File: config.mk
export PLATFORM = sky130hd
export DESIGN_NAME = byte_stream_tokenizer_core_flat
export DESIGN_NICKNAME = d
export VERILOG_FILES = /design/src/bst_pkg.sv /design/src/bst_req_if.sv /design/src/bst_rsp_if.sv /design/src/byte_stream_tokenizer_core.sv /design/src/bst_front.sv /design/src/bst_queue.sv /design/src/bst_back.sv /design/src/flat_wrapper.sv
export SDC_FILE = /design/constraint.sdc
export NUM_CORES = 1
export LEC_CHECK = 0
export BUFFER_PORTS_ARGS = -buffer_cell sky130_fd_sc_hd__buf_4
export CORE_MARGIN = 5
export CORE_UTILIZATION = 60
export DETAILED_ROUTE_END_ITERATION = 16
export PLACE_DENSITY = 0.78
export SETUP_SLACK_MARGIN = 0.4
export SYNTH_ARGS = -nofsm -noshare
export SYNTH_HDL_FRONTEND = slang
export SYNTH_SLANG_ARGS = --single-unit
export TNS_END_PERCENT = 10
File: constraint.sdc
create_clock -name clock -period 6.46 [get_ports clock]
set_clock_uncertainty 0.2 [all_clocks]
set_input_delay 0.323 -clock clock [delete_from_list [all_inputs] [get_ports clock]]
set_output_delay 0.323 -clock clock [all_outputs]
set_load 0.1 [all_outputs]
File: src/bst_pkg.sv
// Shared types and constants of the byte stream tokenizer.
`timescale 1ns / 1ps

package bst_pkg;

   // Token kinds as they appear on the result channel
   typedef enum logic [1:0] {
      KIND_IDENT  = 2'd0,
      KIND_NUMBER = 2'd1,
      KIND_SYMBOL = 2'd2,
      KIND_END    = 2'd3
   } token_kind_type;

   // Open run tracker, one-hot
   typedef enum logic [2:0] {
      RUN_NONE   = 3'b001,
      RUN_IDENT  = 3'b010,
      RUN_NUMBER = 3'b100
   } run_kind_type;

   localparam logic [7:0] CH_NUL        = 8'd0;
   localparam logic [7:0] CH_TAB        = 8'd9;
   localparam logic [7:0] CH_NEWLINE    = 8'd10;
   localparam logic [7:0] CH_CR         = 8'd13;
   localparam logic [7:0] CH_SPACE      = 8'd32;
   localparam logic [7:0] CH_ZERO       = 8'd48;
   localparam logic [7:0] CH_NINE       = 8'd57;
   localparam logic [7:0] CH_UPPER_A    = 8'd65;
   localparam logic [7:0] CH_UPPER_Z    = 8'd90;
   localparam logic [7:0] CH_UNDERSCORE = 8'd95;
   localparam logic [7:0] CH_LOWER_A    = 8'd97;
   localparam logic [7:0] CH_LOWER_Z    = 8'd122;

   localparam int FIELD_W = 16;

   // Queue between front and back
   localparam int QDEPTH = 4;
   localparam int QPTR_W = $clog2(QDEPTH);
   localparam int QCNT_W = QPTR_W + 1;

   typedef struct packed {
      token_kind_type     kind;
      logic [FIELD_W-1:0] start;
      logic [FIELD_W-1:0] length;
      logic [FIELD_W-1:0] line;
   } token_type;

   // Everything one byte produces: an optional closed run, then an optional
   // symbol or end token
   typedef struct packed {
      logic      run_vld;
      token_type run_tok;
      logic      tail_vld;
      token_type tail_tok;
   } entry_type;

endpackage

File: src/bst_req_if.sv
// Request channel carrying source text bytes.
`timescale 1ns / 1ps

interface bst_req_if;
   logic       valid;
   logic       ready;
   logic [7:0] text_byte;

   modport source (output valid, output text_byte, input ready);
   modport sink (input valid, input text_byte, output ready);
endinterface

File: src/bst_rsp_if.sv
// Response channel carrying tokens.
`timescale 1ns / 1ps

interface bst_rsp_if;
   logic        valid;
   logic        ready;
   logic [1:0]  token_kind;
   logic [15:0] token_start;
   logic [15:0] token_length;
   logic [15:0] token_line;
   logic        last_of_run;

   modport source (output valid, output token_kind, output token_start,
                   output token_length, output token_line, output last_of_run,
                   input ready);
   modport sink (input valid, input token_kind, input token_start,
                 input token_length, input token_line, input last_of_run,
                 output ready);
endinterface

File: src/byte_stream_tokenizer_core.sv
// Top level of the byte stream tokenizer: front end, queue and back end.
`timescale 1ns / 1ps

// Byte stream tokenizer.
// req_ch: one source byte per item; a zero byte closes the text.
// rsp_ch: tokens (identifier, number, symbol, end) with start offset, length
//   and starting line; last_of_run marks the final token caused by one byte.
// Whitespace that closes no run and bytes that only open or extend a run produce nothing.
// The front end writes the entry for the byte that closes a token into the queue; the
//   back end then loads the token from there into its output register.
// Throughput: one byte per cycle. A byte that yields two tokens (closed run
//   plus symbol or end token) occupies the back end for both tokens in turn; the
//   four-entry queue absorbs that and req_ch.ready drops only when it fills.
// Stalls: when rsp_ch.ready is low the output item holds, the queue fills,
//   then req_ch.ready falls. No item is dropped.
// Reset: synchronous; no open run, offset 0, line 1, queue and output empty.
// Offset, run length and line saturate at their internal widths
//   (OFFSET_WIDTH, LINE_WIDTH); the 16-bit result fields carry them
//   zero-extended or cut to 16 bits.
module byte_stream_tokenizer_core
   import bst_pkg::*;
#(
   parameter int OFFSET_WIDTH = 16,
   parameter int LINE_WIDTH   = 16
) (
   input logic       clock,
   input logic       reset,
   bst_req_if.sink   req_ch,
   bst_rsp_if.source rsp_ch
);

   logic      q_push, q_pop, q_full, q_empty;
   entry_type push_entry, pop_entry;

   // classify, track runs and counters
   bst_front #(
      .OFFSET_WIDTH (OFFSET_WIDTH),
      .LINE_WIDTH   (LINE_WIDTH)
   ) u_front (
      .clock   (clock),
      .reset   (reset),
      .req_ch  (req_ch),
      .q_full  (q_full),
      .q_push  (q_push),
      .q_entry (push_entry)
   );

   // decouples the two sides
   bst_queue u_queue (
      .clock      (clock),
      .reset      (reset),
      .push       (q_push),
      .push_entry (push_entry),
      .full       (q_full),
      .pop        (q_pop),
      .pop_entry  (pop_entry),
      .empty      (q_empty)
   );

   // one token per cycle onto the result channel while it is ready and entries wait
   bst_back u_back (
      .clock   (clock),
      .reset   (reset),
      .q_empty (q_empty),
      .q_entry (pop_entry),
      .q_pop   (q_pop),
      .rsp_ch  (rsp_ch)
   );

endmodule

File: src/bst_front.sv
// Front end: classifies each byte, tracks runs, offset and line, builds queue entries.
`timescale 1ns / 1ps

module bst_front
   import bst_pkg::*;
#(
   parameter int OFFSET_WIDTH = 16,
   parameter int LINE_WIDTH   = 16
) (
   input  logic      clock,
   input  logic      reset,
   bst_req_if.sink   req_ch,
   input  logic      q_full,
   output logic      q_push,
   output entry_type q_entry
);

   run_kind_type            run_kind_ff, run_kind_in;
   logic [OFFSET_WIDTH-1:0] run_start_ff, run_start_in;
   logic [OFFSET_WIDTH-1:0] run_len_ff, run_len_in;
   logic [LINE_WIDTH-1:0]   run_line_ff, run_line_in;
   logic [OFFSET_WIDTH-1:0] offset_ff, offset_in;
   logic [LINE_WIDTH-1:0]   line_ff, line_in;

   logic       accept;
   logic [7:0] b;
   logic       is_space, is_word, is_digit, run_open;
   token_type  run_tok;

   function automatic logic [FIELD_W-1:0] fit_off(input logic [OFFSET_WIDTH-1:0] v);
      logic [OFFSET_WIDTH+FIELD_W-1:0] w;
      w = (OFFSET_WIDTH + FIELD_W)'(v);
      return w[FIELD_W-1:0];
   endfunction

   function automatic logic [FIELD_W-1:0] fit_line(input logic [LINE_WIDTH-1:0] v);
      logic [LINE_WIDTH+FIELD_W-1:0] w;
      w = (LINE_WIDTH + FIELD_W)'(v);
      return w[FIELD_W-1:0];
   endfunction

   function automatic logic [OFFSET_WIDTH-1:0] sat_off(input logic [OFFSET_WIDTH-1:0] v);
      return (&v) ? v : v + OFFSET_WIDTH'(1);
   endfunction

   function automatic logic [LINE_WIDTH-1:0] sat_line(input logic [LINE_WIDTH-1:0] v);
      return (&v) ? v : v + LINE_WIDTH'(1);
   endfunction

   assign req_ch.ready = !q_full;
   assign accept       = req_ch.valid && !q_full;
   assign b            = req_ch.text_byte;

   assign is_space = (b == CH_SPACE) || (b >= CH_TAB && b <= CH_CR);
   assign is_word  = (b >= CH_UPPER_A && b <= CH_UPPER_Z) ||
                     (b >= CH_LOWER_A && b <= CH_LOWER_Z) || (b == CH_UNDERSCORE);
   assign is_digit = (b >= CH_ZERO) && (b <= CH_NINE);
   assign run_open = (run_kind_ff == RUN_IDENT) || (run_kind_ff == RUN_NUMBER);

   always_comb begin
      run_tok.kind   = (run_kind_ff == RUN_IDENT) ? KIND_IDENT : KIND_NUMBER;
      run_tok.start  = fit_off(run_start_ff);
      run_tok.length = fit_off(run_len_ff);
      run_tok.line   = fit_line(run_line_ff);
   end

   always_comb begin
      run_kind_in  = run_kind_ff;
      run_start_in = run_start_ff;
      run_len_in   = run_len_ff;
      run_line_in  = run_line_ff;
      offset_in    = offset_ff;
      line_in      = line_ff;
      q_entry      = '0;
      q_entry.run_tok = run_tok;

      if (accept) begin
         offset_in = sat_off(offset_ff);
         priority if (b == CH_NUL) begin
            // end of text: close run, end token, restart counters
            q_entry.run_vld  = run_open;
            q_entry.tail_vld = 1'b1;
            q_entry.tail_tok = '{kind: KIND_END, start: fit_off(offset_ff),
                                 length: '0, line: fit_line(line_ff)};
            run_kind_in  = RUN_NONE;
            run_len_in   = '0;
            run_start_in = '0;
            run_line_in  = LINE_WIDTH'(1);
            offset_in    = '0;
            line_in      = LINE_WIDTH'(1);
         end else if (is_space) begin
            q_entry.run_vld = run_open;
            run_kind_in     = RUN_NONE;
            run_len_in      = '0;
            if (b == CH_NEWLINE) begin
               line_in = sat_line(line_ff);
            end
         end else if (is_word) begin
            if (run_kind_ff == RUN_IDENT) begin
               run_len_in = sat_off(run_len_ff);
            end else begin
               // a number run is ended by a letter, which opens an identifier
               q_entry.run_vld = run_open;
               run_kind_in     = RUN_IDENT;
               run_start_in    = offset_ff;
               run_len_in      = OFFSET_WIDTH'(1);
               run_line_in     = line_ff;
            end
         end else if (is_digit) begin
            if (run_open) begin
               run_len_in = sat_off(run_len_ff);
            end else begin
               run_kind_in  = RUN_NUMBER;
               run_start_in = offset_ff;
               run_len_in   = OFFSET_WIDTH'(1);
               run_line_in  = line_ff;
            end
         end else begin
            q_entry.run_vld  = run_open;
            q_entry.tail_vld = 1'b1;
            q_entry.tail_tok = '{kind: KIND_SYMBOL, start: fit_off(offset_ff),
                                 length: FIELD_W'(1), line: fit_line(line_ff)};
            run_kind_in = RUN_NONE;
            run_len_in  = '0;
         end
      end

      q_push = q_entry.run_vld || q_entry.tail_vld;
   end

   always_ff @(posedge clock) begin
      if (reset) begin
         run_kind_ff  <= RUN_NONE;
         run_start_ff <= '0;
         run_len_ff   <= '0;
         run_line_ff  <= LINE_WIDTH'(1);
         offset_ff    <= '0;
         line_ff      <= LINE_WIDTH'(1);
      end else begin
         run_kind_ff  <= run_kind_in;
         run_start_ff <= run_start_in;
         run_len_ff   <= run_len_in;
         run_line_ff  <= run_line_in;
         offset_ff    <= offset_in;
         line_ff      <= line_in;
      end
   end

endmodule

File: src/bst_queue.sv
// Short queue of per-byte token entries between front and back.
`timescale 1ns / 1ps

module bst_queue
   import bst_pkg::*;
(
   input  logic      clock,
   input  logic      reset,
   input  logic      push,
   input  entry_type push_entry,
   output logic      full,
   input  logic      pop,
   output entry_type pop_entry,
   output logic      empty
);

   entry_type         mem_ff [QDEPTH];
   logic [QPTR_W-1:0] wr_ptr_ff, rd_ptr_ff;
   logic [QCNT_W-1:0] count_ff;

   assign full      = (count_ff == QCNT_W'(QDEPTH));
   assign empty     = (count_ff == '0);
   assign pop_entry = mem_ff[rd_ptr_ff];

   always_ff @(posedge clock) begin
      if (push) begin
         mem_ff[wr_ptr_ff] <= push_entry;
      end
   end

   always_ff @(posedge clock) begin
      if (reset) begin
         wr_ptr_ff <= '0;
         rd_ptr_ff <= '0;
         count_ff  <= '0;
      end else begin
         if (push) begin
            wr_ptr_ff <= wr_ptr_ff + QPTR_W'(1);
         end
         if (pop) begin
            rd_ptr_ff <= rd_ptr_ff + QPTR_W'(1);
         end
         unique case ({push, pop})
            2'b10:   count_ff <= count_ff + QCNT_W'(1);
            2'b01:   count_ff <= count_ff - QCNT_W'(1);
            default: count_ff <= count_ff;
         endcase
      end
   end

`ifndef SYNTHESIS
   a_no_overflow: assert property (@(posedge clock) disable iff (reset)
      !(push && full))
      else $error("queue written while full");

   a_no_underflow: assert property (@(posedge clock) disable iff (reset)
      !(pop && empty))
      else $error("queue read while empty");
`endif

endmodule

File: src/bst_back.sv
// Back end: unpacks queue entries into single tokens behind an output register.
`timescale 1ns / 1ps

module bst_back
   import bst_pkg::*;
(
   input  logic      clock,
   input  logic      reset,
   input  logic      q_empty,
   input  entry_type q_entry,
   output logic      q_pop,
   bst_rsp_if.source rsp_ch
);

   logic      rsp_vld_ff, rsp_vld_in;
   token_type rsp_tok_ff, rsp_tok_in;
   logic      rsp_last_ff, rsp_last_in;
   logic      pend_ff, pend_in;
   token_type pend_tok_ff, pend_tok_in;
   logic      load;

   assign load = !rsp_vld_ff || rsp_ch.ready;

   always_comb begin
      rsp_vld_in  = rsp_vld_ff;
      rsp_tok_in  = rsp_tok_ff;
      rsp_last_in = rsp_last_ff;
      pend_in     = pend_ff;
      pend_tok_in = pend_tok_ff;
      q_pop       = 1'b0;
      if (load) begin
         priority if (pend_ff) begin
            rsp_vld_in  = 1'b1;
            rsp_tok_in  = pend_tok_ff;
            rsp_last_in = 1'b1;
            pend_in     = 1'b0;
         end else if (!q_empty) begin
            q_pop      = 1'b1;
            rsp_vld_in = 1'b1;
            if (q_entry.run_vld) begin
               rsp_tok_in  = q_entry.run_tok;
               rsp_last_in = !q_entry.tail_vld;
               pend_in     = q_entry.tail_vld;
               pend_tok_in = q_entry.tail_tok;
            end else begin
               rsp_tok_in  = q_entry.tail_tok;
               rsp_last_in = 1'b1;
            end
         end else begin
            rsp_vld_in = 1'b0;
         end
      end
   end

   always_ff @(posedge clock) begin
      if (reset) begin
         rsp_vld_ff <= 1'b0;
         pend_ff    <= 1'b0;
      end else begin
         rsp_vld_ff <= rsp_vld_in;
         pend_ff    <= pend_in;
      end
   end

   always_ff @(posedge clock) begin
      rsp_tok_ff  <= rsp_tok_in;
      rsp_last_ff <= rsp_last_in;
      pend_tok_ff <= pend_tok_in;
   end

   assign rsp_ch.valid        = rsp_vld_ff;
   assign rsp_ch.token_kind   = rsp_tok_ff.kind;
   assign rsp_ch.token_start  = rsp_tok_ff.start;
   assign rsp_ch.token_length = rsp_tok_ff.length;
   assign rsp_ch.token_line   = rsp_tok_ff.line;
   assign rsp_ch.last_of_run  = rsp_last_ff;

`ifndef SYNTHESIS
   a_pend_behind_run: assert property (@(posedge clock) disable iff (reset)
      pend_ff |-> (rsp_vld_ff && !rsp_last_ff))
      else $error("held tail token without a run token in front of it");

   a_run_has_tail: assert property (@(posedge clock) disable iff (reset)
      (rsp_vld_ff && !rsp_last_ff) |-> pend_ff)
      else $error("non-final token shown with no tail token held");
`endif

endmodule

File: src/flat_wrapper.sv
// flat-port wrapper written by rule: the top's interface ports become plain ports
module byte_stream_tokenizer_core_flat import bst_pkg::*;
#(
   parameter int OFFSET_WIDTH = 16,
   parameter int LINE_WIDTH   = 16
)
  (clock, reset, req_ch_valid, req_ch_text_byte, req_ch_ready, rsp_ch_valid, rsp_ch_token_kind, rsp_ch_token_start, rsp_ch_token_length, rsp_ch_token_line, rsp_ch_last_of_run, rsp_ch_ready);
  bst_req_if req_ch_i ();
  bst_rsp_if rsp_ch_i ();
  input logic clock;
  input logic reset;
  input wire logic [$bits(req_ch_i.valid)-1:0] req_ch_valid;
  input wire logic [$bits(req_ch_i.text_byte)-1:0] req_ch_text_byte;
  output wire logic [$bits(req_ch_i.ready)-1:0] req_ch_ready;
  output wire logic [$bits(rsp_ch_i.valid)-1:0] rsp_ch_valid;
  output wire logic [$bits(rsp_ch_i.token_kind)-1:0] rsp_ch_token_kind;
  output wire logic [$bits(rsp_ch_i.token_start)-1:0] rsp_ch_token_start;
  output wire logic [$bits(rsp_ch_i.token_length)-1:0] rsp_ch_token_length;
  output wire logic [$bits(rsp_ch_i.token_line)-1:0] rsp_ch_token_line;
  output wire logic [$bits(rsp_ch_i.last_of_run)-1:0] rsp_ch_last_of_run;
  input wire logic [$bits(rsp_ch_i.ready)-1:0] rsp_ch_ready;
  assign req_ch_i.valid = req_ch_valid;
  assign req_ch_i.text_byte = req_ch_text_byte;
  assign req_ch_ready = req_ch_i.ready;
  assign rsp_ch_valid = rsp_ch_i.valid;
  assign rsp_ch_token_kind = rsp_ch_i.token_kind;
  assign rsp_ch_token_start = rsp_ch_i.token_start;
  assign rsp_ch_token_length = rsp_ch_i.token_length;
  assign rsp_ch_token_line = rsp_ch_i.token_line;
  assign rsp_ch_last_of_run = rsp_ch_i.last_of_run;
  assign rsp_ch_i.ready = rsp_ch_ready;
  byte_stream_tokenizer_core #(.OFFSET_WIDTH(OFFSET_WIDTH), .LINE_WIDTH(LINE_WIDTH)) u_core (.clock(clock), .reset(reset), .req_ch(req_ch_i), .rsp_ch(rsp_ch_i));
endmodule
==> flow_summary.ini <==
[timing]
slew_headroom = 0.244
rsz0062_at_grt = false
tns_ns = 0
fmax_mhz = 264
timing.final.crit_share = 0.585
slew_violations = 0
final_hold_viol_count = 0
period_needed_ns = 3.78
setup_viol = 0
worstMarginPinSlew_ns = 1.13

[clock_tree]
htreeDepth = 2
cts.sinks = 520
clkTransAtPathRegs_ns = 0.06
cts_inserted_buffers = 50
cts_tree = yes
worstSkewPairLatency_ns = 0.56
cts_max_path_buffers = 3
cts-root-buf = clkbuf_16
cts_resized = 0

[die]
row_count = 67
core_area_mm2 = 0.0334
die_h_um = 193
ios = 65
initial_core_util = 0.604
die_x_um = 193
die-area_mm2 = 0.0374

[placement]
io_buffers = 64
dpl.hpwl_um = 22300
gp_congestion = 0.852
place_inst = 1646

[synth]
ys.flop_type = edfxtp_1
synth_top_area_cell = edfxtp_1
synthArstFlopShare = 0
synth_edf_count = 426
synthTopCellsByArea = edfxtp_1 (63%), mux4_2 (9.5%), dfxtp_1 (9.3%)
syn_avg_cell_area_um2 = 17.1
yosys_warnings = 0
synth_cells = 1176
yosys-top-cells-count = edfxtp_1 (426), dfxtp_1 (94), mux4_2 (85), nand2_1 (65), o21ai_0 (54)
ys_ff_latch = 520
ys_seq_area_frac = 0.728
yosysUniqueCellTypes = 71
synth_fp_nets = 1197
synth_top_area_frac = 0.635
yosysMostFrequentCell = edfxtp_1
syn-cell-area_mm2 = 0.0202

[worst_setup_path]
r2r_cells = 6
worstPathRequired_ns = 6.75
r2r-start = u_core.u_queue.count_ff[2]
crit_start = u_core.u_queue.count_ff[2]
crit_type = reg2reg
critPathCapture = u_core.u_front.run_line_ff[9]
cp-end-kind = flip-flop
r2r_slack_ns = 2.68
arrival_ns = 4.07
critical_path.startpoint_type = flip-flop
rr_endpoint = u_core.u_front.run_line_ff[9]
cp_max_fo = 31

[grt]
grt_usage = 0.205
grt_max_degree = 59
grt.overflow.total = 0
grt_pass1_vias = 10700
antenna_found_initial = 0
grt_pass1_wl_um = 61300

[power_and_ir_drop]
total_power_w = 0.0106
total_leakage_power_nw = 7.55
powerDensity_mw_per_mm2 = 465
vdd_drop_max_mv = 0.469

[drt]
routedWlPerCell_um = 22.3
num_vias = 10600
drtIter0Drc = 1016
viasPerCell = 6.07
post-route-drc-count = 0
first_pass_iters = 6
route.antenna.remaining_nets = 0
wirelength_um = 38800

[run]
cap_violations = 0

[cells_and_area]
drive_gt1_frac = 0.209
fin_nets = 1274
syn_to_final_growth_pct = 13.1
final_cells = 1743
utilization = 0.683
fillerInstances = 2178
num_antenna_cells = 0

[run_status]
status = finished, final reports clean

[min_path]
hold_path_depth = 5
hold_class = in2reg
[critical path, cell delays in order (launching register included)]
cell	delay (ns)
dfxtp_1	0.40
or3b_1	0.53
nand2_2	0.47
nor2_2	0.17
or2_1	0.66
nor2_4	0.98
a22o_1	0.28
[power by group]
group          switching [W]  leakage, nW  internal [W]
Combinational        0.00224         1.98      0.000894
Clock                0.00119        0.842       0.00181
Sequential          0.000231         4.73       0.00425
Total                0.00365         7.55       0.00695
[logic make-up after synthesis]
kind of cell    Yosys count  share of synthesized area
compound gates          140                     0.0467
xor+xnor                 25                     0.0109
fa+ha+maj                 9                    0.00596
buf+inv                  72                     0.0167
flops                   520                      0.728
mux                     123                      0.114
simple gates            287                     0.0777
[cells in the final DEF, fill, tap and decap left out, types with 11 or more instances in the layout]
cell type / instances
nor3_1: 12
nand4_1: 15
o21ai_0: 54
mux4_2: 85
nor2b_1: 16
and2_1: 34
nand3_1: 19
a22o_1: 31
dfxtp_1: 91
and3_1: 12
a21oi_1: 25
mux2i_1: 37
clkbuf_16: 53
inv_1: 16
clkbuf_1: 13
nand2_1: 65
nor2_1: 49
xor2_1: 22
buf_4: 77
or3_1: 11
edfxtp_1: 426
clkinv_2: 12
[state kept, by name (all words and copies together) (netlist names), named ones only]
| name | count |
|---|---|
| u_core.u_back.pend_ff | 1 |
| u_core.u_back.pend_tok_ff | 35 |
| u_core.u_back.rsp_ch.last_of_run | 1 |
| u_core.u_back.rsp_ch.token_kind | 2 |
| u_core.u_back.rsp_ch.token_length | 16 |
| u_core.u_back.rsp_ch.token_line | 16 |
| u_core.u_back.rsp_ch.token_start | 16 |
| u_core.u_back.rsp_ch.valid | 1 |
| u_core.u_front.line_ff | 16 |
| u_core.u_front.offset_ff | 16 |
| u_core.u_front.run_kind_ff | 3 |
| u_core.u_front.run_len_ff | 16 |
| u_core.u_front.run_line_ff | 16 |
| u_core.u_front.run_start_ff | 16 |
| u_core.u_queue.count_ff | 3 |
| u_core.u_queue.mem_ff | 340 |
| u_core.u_queue.rd_ptr_ff | 2 |
| u_core.u_queue.wr_ptr_ff | 2 |
[worst min path at each step]
stage	from	to
after global routing	req_ch_text_byte[1]	u_core.u_front.line_ff[1]
after CTS	req_ch_text_byte[1]	u_core.u_front.line_ff[1]
after floorplan	u_core.u_front.run_line_ff[0]	u_core.u_queue.mem_ff[0][51]
after detailed placement	u_core.u_front.run_line_ff[1]	u_core.u_queue.mem_ff[1][52]
final	req_ch_text_byte[1]	u_core.u_front.line_ff[1]
after global placement	u_core.u_front.run_line_ff[1]	u_core.u_queue.mem_ff[1][52]
[final cells by class]
class / count / area (µm²) / area share
multi-input cells: 584 / 5170 / 0.227
repair buffers: 80 / 608 / 0.0267
flip-flops and latches: 520 / 14700 / 0.644
inverters: 17 / 63.8 / 0.00280
clock buffers: 69 / 1420 / 0.0621
well taps: 448 / 561 / 0.0246
clock inverters: 25 / 300 / 0.0132
[routing by layer]
layer	global-route usage	part of all wire
met1	0.296	0.42
met2	0.339	0.50
met3	0.0369	0.067
met4	0.0393	0.015
met5	0	0
[through the flow]
stage / hold WS (ns) / area, µm² / worst slack [ns]
5_1_grt: 0.161 / 22800 / 2.58
4_1_cts: 0.112 / 22800 / 2.77
3_3_place_gp: 0.276 / 21100 / 2.85
6_report: 0.159 / 22800 / 2.68
2_1_floorplan: 0.259 / 20200 / 1.52
3_5_place_dp: 0.293 / 21100 / 2.79
[timing repair]
action / in CTS / in global routing
endpoints found under the setup margin: 0 / 0
setup buffers: 0 / 0
endpoints found under the hold margin: 15 / 0
hold buffers: 3 / 0
Note: power is estimated with default switching activity, not from simulation.
